--- config.mk ---
export PLATFORM = sky130hd
export DESIGN_NAME = button_debounce_event_queue
export DESIGN_NICKNAME = d
export VERILOG_FILES = /design/src/hw/rtl/bde_pkg.sv /design/src/hw/rtl/bde_debounce.sv /design/src/hw/rtl/bde_event_queue.sv /design/src/hw/rtl/button_debounce_event_queue.sv
export SDC_FILE = /design/constraint.sdc
export NUM_CORES = 1
export LEC_CHECK = 0
export BUFFER_PORTS_ARGS = -buffer_cell sky130_fd_sc_hd__buf_2
export CORE_ASPECT_RATIO = 1.2
export CORE_MARGIN = 2
export CORE_UTILIZATION = 50
export DETAILED_ROUTE_END_ITERATION = 16
export PLACE_DENSITY = 0.76
export SETUP_SLACK_MARGIN = 0.02
export SYNTH_ARGS = -nofsm -noshare
export SYNTH_HDL_FRONTEND = slang
export SYNTH_SLANG_ARGS = --single-unit
--- constraint.sdc ---
create_clock -name clk -period 14.6 [get_ports clk]
set_clock_uncertainty 0.1 [all_clocks]
set_input_delay 1.46 -clock clk [delete_from_list [all_inputs] [get_ports clk]]
set_output_delay 1.46 -clock clk [all_outputs]
set_load 0.02 [all_outputs]
--- src/hw/rtl/bde_pkg.sv ---
// ----------------------------------------------------------------------------
// bde_pkg: shared definitions for the button debounce event queue
// Sizes, command codes, register indexes and the structs passed between units.
// ----------------------------------------------------------------------------
package bde_pkg;

  localparam int BUTTONS    = 7;
  localparam int FIFO_DEPTH = 16;

  localparam int PTR_W   = $clog2(FIFO_DEPTH);
  localparam int CNT_W   = $clog2(FIFO_DEPTH + 1);
  localparam int ENTRY_W = BUTTONS + 1;

  localparam int CMD_W    = 2;
  localparam int DEB_W    = 8;
  localparam int AGE_W    = 16;
  localparam int CFG_W    = 16;
  localparam int CFG_IDX_W = 2;

  // Stream word widths, rounded up to whole bytes.
  localparam int IN_RAW_W  = CMD_W + BUTTONS;
  localparam int IN_W      = ((IN_RAW_W + 7) / 8) * 8;
  localparam int OUT_RAW_W = 2 * BUTTONS + 2 + CNT_W;
  localparam int OUT_W     = ((OUT_RAW_W + 7) / 8) * 8;

  typedef enum logic [CMD_W-1:0] {
    CMD_TICK  = 2'd0,
    CMD_POP   = 2'd1,
    CMD_CLEAR = 2'd2,
    CMD_NONE  = 2'd3
  } cmd_t;

  typedef enum logic [CFG_IDX_W-1:0] {
    REG_DEBOUNCE = 2'd0,
    REG_HOLD     = 2'd1,
    REG_REPEAT   = 2'd2,
    REG_FEATURES = 2'd3
  } reg_idx_t;

  localparam logic [DEB_W-1:0] DEBOUNCE_RST = 8'd4;
  localparam logic [AGE_W-1:0] HOLD_RST     = 16'd100;
  localparam logic [AGE_W-1:0] REPEAT_RST   = 16'd25;

  typedef struct packed {
    logic [DEB_W-1:0] debounce_cycles;
    logic [AGE_W-1:0] hold_cycles;
    logic [AGE_W-1:0] repeat_cycles;
    logic             hold_features_on;
  } cfg_t;

  // Request from the debounce unit and the command decoder to the queue.
  typedef struct packed {
    logic               push;
    logic [ENTRY_W-1:0] entry;
    logic               pop;
    logic               clear;
  } queue_req_t;

endpackage

--- src/hw/rtl/bde_debounce.sv ---
// ----------------------------------------------------------------------------
// bde_debounce: debounce filter, press accumulation and hold timer
// Updates the scalar button state on each accepted tick and raises at most
// one event per tick for the queue.
// ----------------------------------------------------------------------------
module bde_debounce (
  input  logic                        clk,
  input  logic                        rst,
  input  bde_pkg::cfg_t               cfg,
  input  logic                        tick,
  input  logic [bde_pkg::BUTTONS-1:0] raw_buttons,
  output logic [bde_pkg::BUTTONS-1:0] debounced_next,
  output logic                        push,
  output logic [bde_pkg::ENTRY_W-1:0] push_entry
);
  import bde_pkg::*;

  logic [BUTTONS-1:0] last_raw, last_raw_next;
  logic [DEB_W-1:0]   stable_count, stable_count_next;
  logic [BUTTONS-1:0] debounced;
  logic [BUTTONS-1:0] pressed_set, pressed_set_next;
  logic               skip_release, skip_release_next;
  logic [AGE_W-1:0]   hold_age, hold_age_next;
  logic               hf;
  logic               change;
  logic               hold_due;

  always_comb begin
    hf                = cfg.hold_features_on;
    last_raw_next     = raw_buttons;
    if (raw_buttons == last_raw) begin
      stable_count_next = (stable_count == '1) ? stable_count : stable_count + 1'b1;
    end else begin
      stable_count_next = DEB_W'(1);
    end
    // Only a tick may move the debounced state; other words report it as is.
    change            = tick && (debounced != last_raw_next) &&
                        (stable_count_next >= cfg.debounce_cycles);
    debounced_next    = change ? last_raw_next : debounced;
    pressed_set_next  = pressed_set;
    skip_release_next = skip_release;
    hold_age_next     = hold_age;
    push              = 1'b0;
    push_entry        = {1'b0, pressed_set};

    if (change) begin
      if (last_raw_next != '0) begin
        if (!hf || pressed_set == '0 || !skip_release) begin
          pressed_set_next = pressed_set | last_raw_next;
          if (hf) begin
            hold_age_next = '0;
          end
        end
      end else if (pressed_set != '0) begin
        push              = !hf || !skip_release;
        push_entry        = {1'b0, pressed_set};
        skip_release_next = 1'b0;
        pressed_set_next  = '0;
      end
    end

    // Hold and repeat timer, run only with hold features on: the first event
    // after hold_cycles, then one every repeat_cycles while the set stays down.
    hold_due = (pressed_set_next != '0) &&
               ((!skip_release_next && cfg.hold_cycles != '0 &&
                 hold_age_next >= cfg.hold_cycles) ||
                (skip_release_next && cfg.repeat_cycles != '0 &&
                 hold_age_next >= cfg.repeat_cycles));
    if (hf) begin
      if (hold_due) begin
        skip_release_next = 1'b1;
        hold_age_next     = '0;
        push              = 1'b1;
        push_entry        = {1'b1, pressed_set_next};
      end
      if (hold_age_next != '1) begin
        hold_age_next = hold_age_next + 1'b1;
      end
    end
  end

  always_ff @(posedge clk) begin
    if (rst) begin
      last_raw     <= '0;
      stable_count <= '0;
      debounced    <= '0;
      pressed_set  <= '0;
      skip_release <= 1'b0;
      hold_age     <= '0;
    end else if (tick) begin
      last_raw     <= last_raw_next;
      stable_count <= stable_count_next;
      debounced    <= debounced_next;
      pressed_set  <= pressed_set_next;
      skip_release <= skip_release_next;
      hold_age     <= hold_age_next;
    end
  end

  // A suppressed release only exists inside a press episode.
  a_skip_in_episode: assert property (@(posedge clk) disable iff (rst)
    skip_release |-> (pressed_set != '0))
    else $error("skip_release set with no collected buttons");

  // Whenever any button is debounced down, the collected set is not empty.
  a_pressed_covers: assert property (@(posedge clk) disable iff (rst)
    (debounced != '0) |-> (pressed_set != '0))
    else $error("buttons down but press set empty");

endmodule

--- src/hw/rtl/bde_event_queue.sv ---
// ----------------------------------------------------------------------------
// bde_event_queue: event FIFO on a single synchronous memory
// Push drops when full, pop on empty reports a miss, clear empties the queue.
// Read data is registered and holds until the next pop that hits.
// ----------------------------------------------------------------------------
module bde_event_queue (
  input  logic                        clk,
  input  logic                        rst,
  input  bde_pkg::queue_req_t         req,
  output logic [bde_pkg::CNT_W-1:0]   count_next,
  output logic                        pop_hit,
  output logic [bde_pkg::ENTRY_W-1:0] rd_data
);
  import bde_pkg::*;

  logic [ENTRY_W-1:0] mem [FIFO_DEPTH];
  logic [PTR_W-1:0]   wr_ptr, wr_ptr_next;
  logic [PTR_W-1:0]   rd_ptr, rd_ptr_next;
  logic [CNT_W-1:0]   count;
  logic               push_ok;

  function automatic logic [PTR_W-1:0] ptr_inc(input logic [PTR_W-1:0] p);
    logic [PTR_W-1:0] r;
    if (p == PTR_W'(FIFO_DEPTH - 1)) begin
      r = '0;
    end else begin
      r = p + 1'b1;
    end
    return r;
  endfunction

  always_comb begin
    push_ok     = req.push && (count != CNT_W'(FIFO_DEPTH));
    pop_hit     = req.pop && (count != '0);
    wr_ptr_next = push_ok ? ptr_inc(wr_ptr) : wr_ptr;
    rd_ptr_next = rd_ptr;
    count_next  = count;
    if (req.clear) begin
      rd_ptr_next = wr_ptr;
      count_next  = '0;
    end else if (pop_hit) begin
      rd_ptr_next = ptr_inc(rd_ptr);
      count_next  = count - 1'b1;
    end else if (push_ok) begin
      count_next  = count + 1'b1;
    end
  end

  always_ff @(posedge clk) begin
    if (rst) begin
      wr_ptr <= '0;
      rd_ptr <= '0;
      count  <= '0;
    end else begin
      wr_ptr <= wr_ptr_next;
      rd_ptr <= rd_ptr_next;
      count  <= count_next;
    end
  end

  // A tick writes and a pop reads, never both in the same word, so the read
  // never races a write to the same entry.
  always_ff @(posedge clk) begin
    if (push_ok) begin
      mem[wr_ptr] <= req.entry;
    end
    if (pop_hit) begin
      rd_data <= mem[rd_ptr];
    end
  end

  a_count_bound: assert property (@(posedge clk) disable iff (rst)
    count <= CNT_W'(FIFO_DEPTH))
    else $error("event count above queue depth");

  a_ptr_span: assert property (@(posedge clk) disable iff (rst)
    ((int'(rd_ptr) + int'(count)) == int'(wr_ptr)) ||
    ((int'(rd_ptr) + int'(count)) == int'(wr_ptr) + FIFO_DEPTH))
    else $error("queue pointers disagree with count");

endmodule

--- src/hw/rtl/button_debounce_event_queue.sv ---
// ----------------------------------------------------------------------------
// button_debounce_event_queue: debounced buttons with press, hold and repeat
// events kept in a FIFO that is popped through the same input stream.
// ----------------------------------------------------------------------------
// Every input word carries a command: a sample tick with the raw button
// vector, a pop of one queued event, or a clear of the queue. Each word gives
// exactly one output word with the debounced state, the popped event (or a
// miss, with event_valid low) and the number of events left. The block takes
// one word per clock: the debounce and hold state sits in registers updated in
// the accept cycle, and the events live in a 16-entry synchronous memory whose
// registered read fills a middle stage. Results pass the middle stage and the
// output register; the rate stays at one word per clock as long as the output
// side takes words; s_tready follows m_tready through the two stages.
// Configuration writes on the cfg port are meant for idle periods only.
// ----------------------------------------------------------------------------
module button_debounce_event_queue (
  input  logic                          clk,
  input  logic                          rst,
  // s_tdata: command [1:0], raw_buttons [8:2], zero fill above
  input  logic                          s_tvalid,
  output logic                          s_tready,
  input  logic [bde_pkg::IN_W-1:0]      s_tdata,
  // m_tdata: debounced_buttons [6:0], event_valid [7], event_buttons [14:8],
  // event_hold [15], events_waiting [20:16], zero fill above
  output logic                          m_tvalid,
  input  logic                          m_tready,
  output logic [bde_pkg::OUT_W-1:0]     m_tdata,
  input  logic                          cfg_wr_en,
  input  logic [bde_pkg::CFG_IDX_W-1:0] cfg_index,
  input  logic [bde_pkg::CFG_W-1:0]     cfg_data
);
  import bde_pkg::*;

  cfg_t               cfg;
  cmd_t               cmd;
  logic [BUTTONS-1:0] raw;
  logic               accept;
  logic               tick;
  logic [BUTTONS-1:0] debounced_next;
  logic               push;
  logic [ENTRY_W-1:0] push_entry;
  queue_req_t         qreq;
  logic [CNT_W-1:0]   count_next;
  logic               pop_hit;
  logic [ENTRY_W-1:0] rd_data;

  // Middle stage: waits for the memory read data.
  logic               s1_valid;
  logic [BUTTONS-1:0] s1_debounced;
  logic               s1_hit;
  logic [CNT_W-1:0]   s1_count;
  logic               s1_advance;

  // Output register.
  logic               out_valid;
  logic [BUTTONS-1:0] out_debounced;
  logic               out_event_valid;
  logic [BUTTONS-1:0] out_event_buttons;
  logic               out_event_hold;
  logic [CNT_W-1:0]   out_count;

  // Configuration registers.
  always_ff @(posedge clk) begin
    if (rst) begin
      cfg.debounce_cycles  <= DEBOUNCE_RST;
      cfg.hold_cycles      <= HOLD_RST;
      cfg.repeat_cycles    <= REPEAT_RST;
      cfg.hold_features_on <= 1'b1;
    end else if (cfg_wr_en) begin
      case (reg_idx_t'(cfg_index))
        REG_DEBOUNCE: cfg.debounce_cycles  <= cfg_data[DEB_W-1:0];
        REG_HOLD:     cfg.hold_cycles      <= cfg_data[AGE_W-1:0];
        REG_REPEAT:   cfg.repeat_cycles    <= cfg_data[AGE_W-1:0];
        REG_FEATURES: cfg.hold_features_on <= cfg_data[0];
        default: ;
      endcase
    end
  end

  // The output register frees when it is empty or being taken, and the
  // middle stage moves whenever the output register frees.
  assign s1_advance = !out_valid || m_tready;
  assign s_tready   = !s1_valid || s1_advance;
  assign accept     = s_tvalid && s_tready;

  assign cmd  = cmd_t'(s_tdata[CMD_W-1:0]);
  assign raw  = s_tdata[CMD_W +: BUTTONS];
  assign tick = accept && (cmd == CMD_TICK);

  bde_debounce u_debounce (
    .clk            (clk),
    .rst            (rst),
    .cfg            (cfg),
    .tick           (tick),
    .raw_buttons    (raw),
    .debounced_next (debounced_next),
    .push           (push),
    .push_entry     (push_entry)
  );

  always_comb begin
    qreq.push  = tick && push;
    qreq.entry = push_entry;
    qreq.pop   = accept && (cmd == CMD_POP);
    qreq.clear = accept && (cmd == CMD_CLEAR);
  end

  bde_event_queue u_queue (
    .clk        (clk),
    .rst        (rst),
    .req        (qreq),
    .count_next (count_next),
    .pop_hit    (pop_hit),
    .rd_data    (rd_data)
  );

  // Middle stage. The debounced state is only updated on a tick, so the
  // value after a non-tick word is simply the current one.
  always_ff @(posedge clk) begin
    if (rst) begin
      s1_valid <= 1'b0;
    end else if (s_tready) begin
      s1_valid <= s_tvalid;
    end
    if (accept) begin
      s1_debounced <= debounced_next;
      s1_hit       <= pop_hit;
      s1_count     <= count_next;
    end
  end

  // Output register; a miss reports zeros in the event fields.
  always_ff @(posedge clk) begin
    if (rst) begin
      out_valid <= 1'b0;
    end else if (s1_advance) begin
      out_valid <= s1_valid;
    end
    if (s1_advance && s1_valid) begin
      out_debounced     <= s1_debounced;
      out_event_valid   <= s1_hit;
      out_event_buttons <= s1_hit ? rd_data[BUTTONS-1:0] : '0;
      out_event_hold    <= s1_hit && rd_data[BUTTONS];
      out_count         <= s1_count;
    end
  end

  assign m_tvalid = out_valid;
  assign m_tdata  = OUT_W'({out_count, out_event_hold, out_event_buttons,
                            out_event_valid, out_debounced});

  // A miss never carries event bits.
  a_miss_clean: assert property (@(posedge clk) disable iff (rst)
    (out_valid && !out_event_valid) |-> (out_event_buttons == '0 && !out_event_hold))
    else $error("event bits on a pop miss");

  // A pop that hits leaves the queue below full.
  a_hit_count: assert property (@(posedge clk) disable iff (rst)
    (s1_valid && s1_hit) |-> (s1_count < CNT_W'(FIFO_DEPTH)))
    else $error("pop hit left a full queue");

endmodule

### Word-level counts from Yosys, hierarchy flattened

Memories as Yosys holds them, arrays and structs flattened. A register that Yosys moved wholly into a read port is not among the register bits.
Cells that the tools add are included.

| word-level totals | value |
|---|---|
| memory bits (writable) | 128 |
| output and inout bits | 26 |
| word-level logic and storage cells | 123 |
| input port bits | 39 |
| register bits after elaboration | 136 |
| memories kept | 1 |

Memory list:

| memory | words | bits a word | rd ports | clocked after memory_dff | wr ports | RTL line | RTL |
|---|---|---|---|---|---|---|---|
| u_queue.mem | 16 | 8 | 1 | 1 | 1 | bde_event_queue.sv:16 | `logic [ENTRY_W-1:0] mem [FIFO_DEPTH];` |

| operators by class | value |
|---|---|
| add/sub/neg operators | 6 |
| multiplexer cells | 36 |
| reduce and logical (&&, ||, !) cells | 41 |
| eq/ne operators | 12 |
| magnitude comparators | 3 |
| bitwise gates (word level) | 1 |

Operator list:

| operator | count |
|---|---|
| 16-bit two-way mux | 8 |
| 7-bit two-way mux | 5 |
| 16-bit greater-or-equal comparator | 2 |
| 8-bit two-way mux | 4 |
| 16-bit nonzero test | 2 |
| 7-bit nonzero test | 3 |
| 16-bit by 1-bit adder with 16-bit output (second input constant) | 1 |
| 1-bit logical AND | 16 |
| 4-bit two-way mux | 4 |
| 16-bit != test (second input constant) | 1 |
| 5-bit two-way mux | 3 |
| 1-bit two-way mux | 12 |
| 4-bit by 1-bit adder with 4-bit output (second input constant) | 2 |
| 8-bit by 1-bit adder with 8-bit output (second input constant) | 1 |
| 4-bit == test (second input constant) | 2 |
| 8-bit == test (second input constant) | 1 |
| 8-bit greater-or-equal comparator | 1 |
| 2-bit AND reduction | 4 |
| 7-bit == test | 1 |
| 7-bit logical NOT | 1 |
| 7-bit != test | 1 |
| 7-bit bitwise OR | 1 |
| 2-bit == test (second input constant) | 3 |
| 1-bit logical OR | 6 |
| 8 further kinds | 14 |

### Depth between registers and ports, before layout

| logic depth | value |
|---|---|
| word-level depth | 20 |
| depth in mapped cells | 34 |
| gate-level depth less buffers | 31 |

### Modules after synthesis

Synthesis repeated with hierarchy kept, for this count alone.

| unflattened totals | value |
|---|---|
| cell total of the unflattened synthesis | 1046 |
| area, all modules | 12733.5 µm² |

By module, submodules not included:

| module | cells an instance | area each (µm²) | instances |
|---|---|---|---|
| bde_event_queue | 334 | 5977.0 | 1 |
| bde_debounce | 486 | 3812.4 | 1 |
| button_debounce_event_queue | 226 | 2944.1 | 1 |

### Worst setup path before layout

Ideal clock, no wire load.

| path | value |
|---|---|
| path type | input to register |
| start point | input s_tdata[6] in the netlist's numbering |
| end point | register u_debounce.hold_age[2] |
| path buffers | 4 |
| cell stages on the path | 31 |
| path slack | 6.964 ns |
| data required time | 14.380 ns |
| arrival | 7.416 ns |
| cells stage by stage | clkbuf_1 xor2_1 nor4_1 nand4_1 nor2_1 ha_1 o21a_1 a21oi_1 o31ai_1 and3_1 buf_6 clkbuf_1 clkbuf_1 nor2b_1 ha_1 o21a_1 o211ai_1 a31oi_1 a211o_1 a31oi_1 a221oi_2 nor2_1 and2_1 ha_1 nand3_1 nor3_1 nand4_1 or2_2 o211ai_1 nor3_1 o31a_1 |

| between the ends | value |
|---|---|
| word-level cells in the longest chain between the ends | 15 |
| elaborated cells on any way between the ends | 31 |

RTL lines:

| item | RTL line | RTL |
|---|---|---|
| start: declaration | button_debounce_event_queue.sv:22 | `input logic [bde_pkg::IN_W-1:0] s_tdata,` |
| 7-bit == test (*) | bde_debounce.sv:31 | `if (raw_buttons == last_raw) begin` |
| 8-bit two-way mux (*) | bde_debounce.sv:31 |  |
| named net u_debounce.stable_count_next[3] | bde_debounce.sv:19 | `logic [DEB_W-1:0] stable_count, stable_count_next;` |
| 8-bit greater-or-equal comparator (*) | bde_debounce.sv:38 | `(stable_count_next >= cfg.debounce_cycles);` |
| 1-bit logical AND (*) | bde_debounce.sv:37 | `change = tick && (debounced != last_raw_next) &&` |
| branches (longest 10 deep; another with 16-bit greater-or-equal comparator) | - |  |
| 16-bit two-way mux (*) | bde_debounce.sv:69 | `if (hf) begin` |
| end signal: assignment | bde_debounce.sv:96 | `hold_age <= hold_age_next;` |
| end: declaration | bde_debounce.sv:23 | `logic [AGE_W-1:0] hold_age, hold_age_next;` |

Mark *: on every way through the listed nets, which the timed path passes. The select of a mux whose other input is x is not followed.
A chain may end at the register's enable or synchronous reset.

### Worst setup path after layout

| path | value |
|---|---|
| start point | input s_tdata[3] in the netlist's numbering |
| end point | register u_debounce.hold_age[2] |

The elaborated chain is that of the path after synthesis.

==> implementation parameters <==
Parameter                              Value

Cells and area
  Share of post-route cells with drive strength above 1    0.157
  Filler Cell Count    1959
  Layout net count    between 1000 and 1500
  Area overhead of the layout relative to synthesis    12.0%

STA
  Final number of hold-violating endpoints    0
  Max-slew violation count    0
  Final Critical Period    8.91 ns
  Period utilization    0.610
  Max frequency    approximately 110 MHz
  Total of endpoints with negative setup slack in the final report    0
  Relative slew slack    0.152
  Slew at the pin closest to its max-slew limit    1.27 ns
  Unrepaired setup endpoints after global routing    false
  Post-route setup TNS    0 ns

Route
  Mean routed wirelength per cell    between 15 and 20 um
  Number of search-and-repair iterations in the first detailed-routing pass    5
  Vias/cell    approximately 5.7
  Drc violations    0
  Overall via count from detail_route    between 8000 and 9000
  Final Routed Wirelength    ~26000 um
  Count of antenna-violating nets left after detailed routing    0
  Number of DRC violations after detailed-routing iteration 0    442

CTS
  Inserted Clock Buffers    27
  Maximum buffer depth of the clock tree    3
  Number of instances resized during post-cts repair    0
  Clock H-tree levels    1
  Clock-pin transition on the worst setup and hold timing paths    0.06 ns
  CTS tree    done
  Clock root cell    clkbuf_16
  Clk_lat worst skew    between 0.5 and 0.6 ns
  Number of buffers inserted to repair setup after CTS    0
  Post-CTS Hold Fix Bufs    0
  Number of clock sinks    272

Worst setup path
  Data required time of the critical path    approximately 15 ns
  Family with the most delay on the worst path    simple AND/OR/NAND/NOR gates
  Most used cell, CP    ha_1
  Endpoint class of the critical path    flop
  CP peak stage delay    between 0.8 and 0.9 ns
  Master of the slowest instance on the critical path    and3_1
  Crit path buffers/inverters    2
  CP Launch Type    input pin
  Signal arrival time at the worst endpoint    between 9 and 10 ns
  Kind of critical path    input pin to flop
  Max FO, Critical Path    27

Power
  P_sw    about 0.34 mW
  Internal power component    between 1 and 1.5 mW
  Net Sw Frac    0.213
  Overall power consumption    about 1.6 mW
  Part of the power in registers    0.511
  Worst vdd ir    0.0968 mV
  Part of the power in the clock network    0.447
  Part of the total power dissipated in combinational logic    0.042
  Total power density per cell area    ~120 nW/um2
  Static power due to leakage    roughly 4.6 nW

Yosys
  Portion of synthesized cell area occupied by the leading cell type    0.415
  Top cells by instance count after synthesis    edfxtp_1 (170), nand2_1 (135), dfxtp_1 (102)
  Average cell area after synthesis    approximately 12 um2
  Top flip-flop cell by instance count after synthesis    edfxtp_1
  Distinct cells, synth    68
  Synth Warn #    0
  Total of flip-flops plus latches after synthesis    272
  Area contributors post-synth    edfxtp_1 (42%), dfxtp_1 (17%), mux4_2 (7.3%)
  Mapped Area    about 12000 um2
  Most area-hungry cell type in the Yosys netlist    edfxtp_1
  Share of flip-flops with an asynchronous set or reset after synthesis    0
  Sequential fraction of the synthesis area    0.581
  Count of flip-flops with a built-in enable after synthesis    170
  Most frequent cell after synthesis    edfxtp_1
  Number of instances in the synthesized netlist    roughly 1000

Global routing
  Wire length of the first global-routing pass    between 40000 and 50000 um
  Total global routing overflow    0
  Pin count of the biggest net entering global routing    75
  Number of antenna violations at the first check in global routing    1
  Via count of the first global-routing pass    about 8000
  Total global-route track usage    0.207

Flow run
  Max-cap violations    0

Status
  Run status    finished, final reports clean

Floorplanning
  Core Rows    62
  Area of the die    around 26000 um2
  Die boundary height    176 um
  Initial Util    0.511
  Io pins    between 60 and 70
  Chip Width    147 um
  Core Area    24000 um2

Placement
  RePlAce Congestion    0.796
  Detail Placement HPWL    around 18000 um
  PortBufs    54

Min path
  Class of the tightest hold or removal check    flop to flop
final timing paths:
kind,startpoint,to,depth (start not counted),slack [ns]
setup reg to reg,u_debounce.stable_count[0]$_SDFFE_PP0P_,u_debounce.hold_age[2]$_SDFFE_PP0P_,31,6.43
hold reg to reg,s1_debounced[6]$_DFFE_PP_,out_debounced[6]$_DFFE_PP_,0,0.31
setup / recovery,s_tdata[3],u_debounce.hold_age[2]$_SDFFE_PP0P_,29,5.69
hold / removal,s1_debounced[6]$_DFFE_PP_,out_debounced[6]$_DFFE_PP_,0,0.31
power groups by stage:
stage               logic (mW)  clock network (mW)  registers [mW]
detailed placement      0.0686                   0           0.843
global placement        0.0671                   0           0.843
CTS                     0.0692               0.736           0.827
floorplan               0.0472                   0           0.843
global route            0.0758               0.763           0.828
finish                  0.0685               0.723           0.827
cells in the final DEF, fill, tap and decap left out, types with 16 or more instances in the layout:
master / count
nand3_1: 23
dfxtp_1: 101
a21oi_1: 83
and2_1: 19
nand2_1: 135
inv_1: 47
edfxtp_1: 170
clkbuf_16: 27
ha_1: 49
nor2_1: 76
mux4_2: 40
a31oi_1: 16
nor3_1: 21
nor2b_1: 16
buf_2: 54
through the flow:
| step | cell area (um2) | hold WS, ns | setup WS, ns | std cells | utilization |
|---|---|---|---|---|---|
| finish | 13800 | 0.315 | 5.69 | 1428 | 0.573 |
| global route | 13800 | 0.327 | 5.16 | 1428 | 0.573 |
| CTS | 13800 | 0.315 | 5.77 | 1427 | 0.573 |
| floorplan | 12300 | 0.300 | 6.96 | 1044 | - |
| global placement | 12800 | 0.303 | 5.40 | 1377 | 0.534 |
| detailed placement | 12800 | 0.305 | 5.28 | 1377 | 0.534 |
flip-flops by register name, summed over array words and instances (netlist names), 7 cells and up:
| signal | cells |
|---|---|
| u_queue.mem | 128 |
| u_debounce.pressed_set | 7 |
| u_debounce.last_raw | 7 |
| u_debounce.stable_count | 8 |
| out_event_buttons | 7 |
| out_debounced | 7 |
| cfg | 41 |
| u_queue.rd_data | 8 |
| u_debounce.debounced | 7 |
| s1_debounced | 7 |
| u_debounce.hold_age | 16 |
layer usage:
metal / GRT usage / vias to the layer above / share of wire
li1: - / 3918 / -
met1: 0.253 / 3970 / 0.40
met2: 0.365 / 236 / 0.51
met3: 0.0361 / 65 / 0.055
met4: 0.0809 / 0 / 0.035
met5: 0 / - / 0
worst register-to-register path: cells and delay by family, from the launching register on:
kind                       cells  cell delay (ns)
AOI/OAI and AO/OA             10             2.27
xor gates and xnor gates       1             0.16
adders and majority gates      4             0.98
buffers and inverters          1             0.22
DFF                            1             0.39
and+or+nand+nor               15             3.97
kinds of logic (layout without fill, tap and decap cells):
group / Yosys count / after routing / synth area share
adders and majority gates: 49 / 49 / 0.0498
DFF: 272 / 272 / 0.581
buffers and inverters: 101 / 164 / 0.0341
AOI/OAI and AO/OA: 181 / 181 / 0.0926
muxes: 54 / 54 / 0.0854
xor gates and xnor gates: 19 / 19 / 0.0135
and+or+nand+nor: 365 / 365 / 0.143
other: 1 / 4 / 0.000305
area by class of cell:
| type | count | area (um2) | area share |
|---|---|---|---|
| sequential | 272 | 7150 | 0.519 |
| multi-input combinational | 671 | 4750 | 0.345 |
| clock buffer | 34 | 732 | 0.0531 |
| tap | 320 | 400 | 0.0291 |
| timing repair buffer | 66 | 360 | 0.0262 |
| clock inverter | 16 | 204 | 0.0148 |
| inverter | 48 | 181 | 0.0132 |
| antenna | 1 | 2.50 | 0.000182 |
Note: power is estimated with default switching activity, not from simulation.
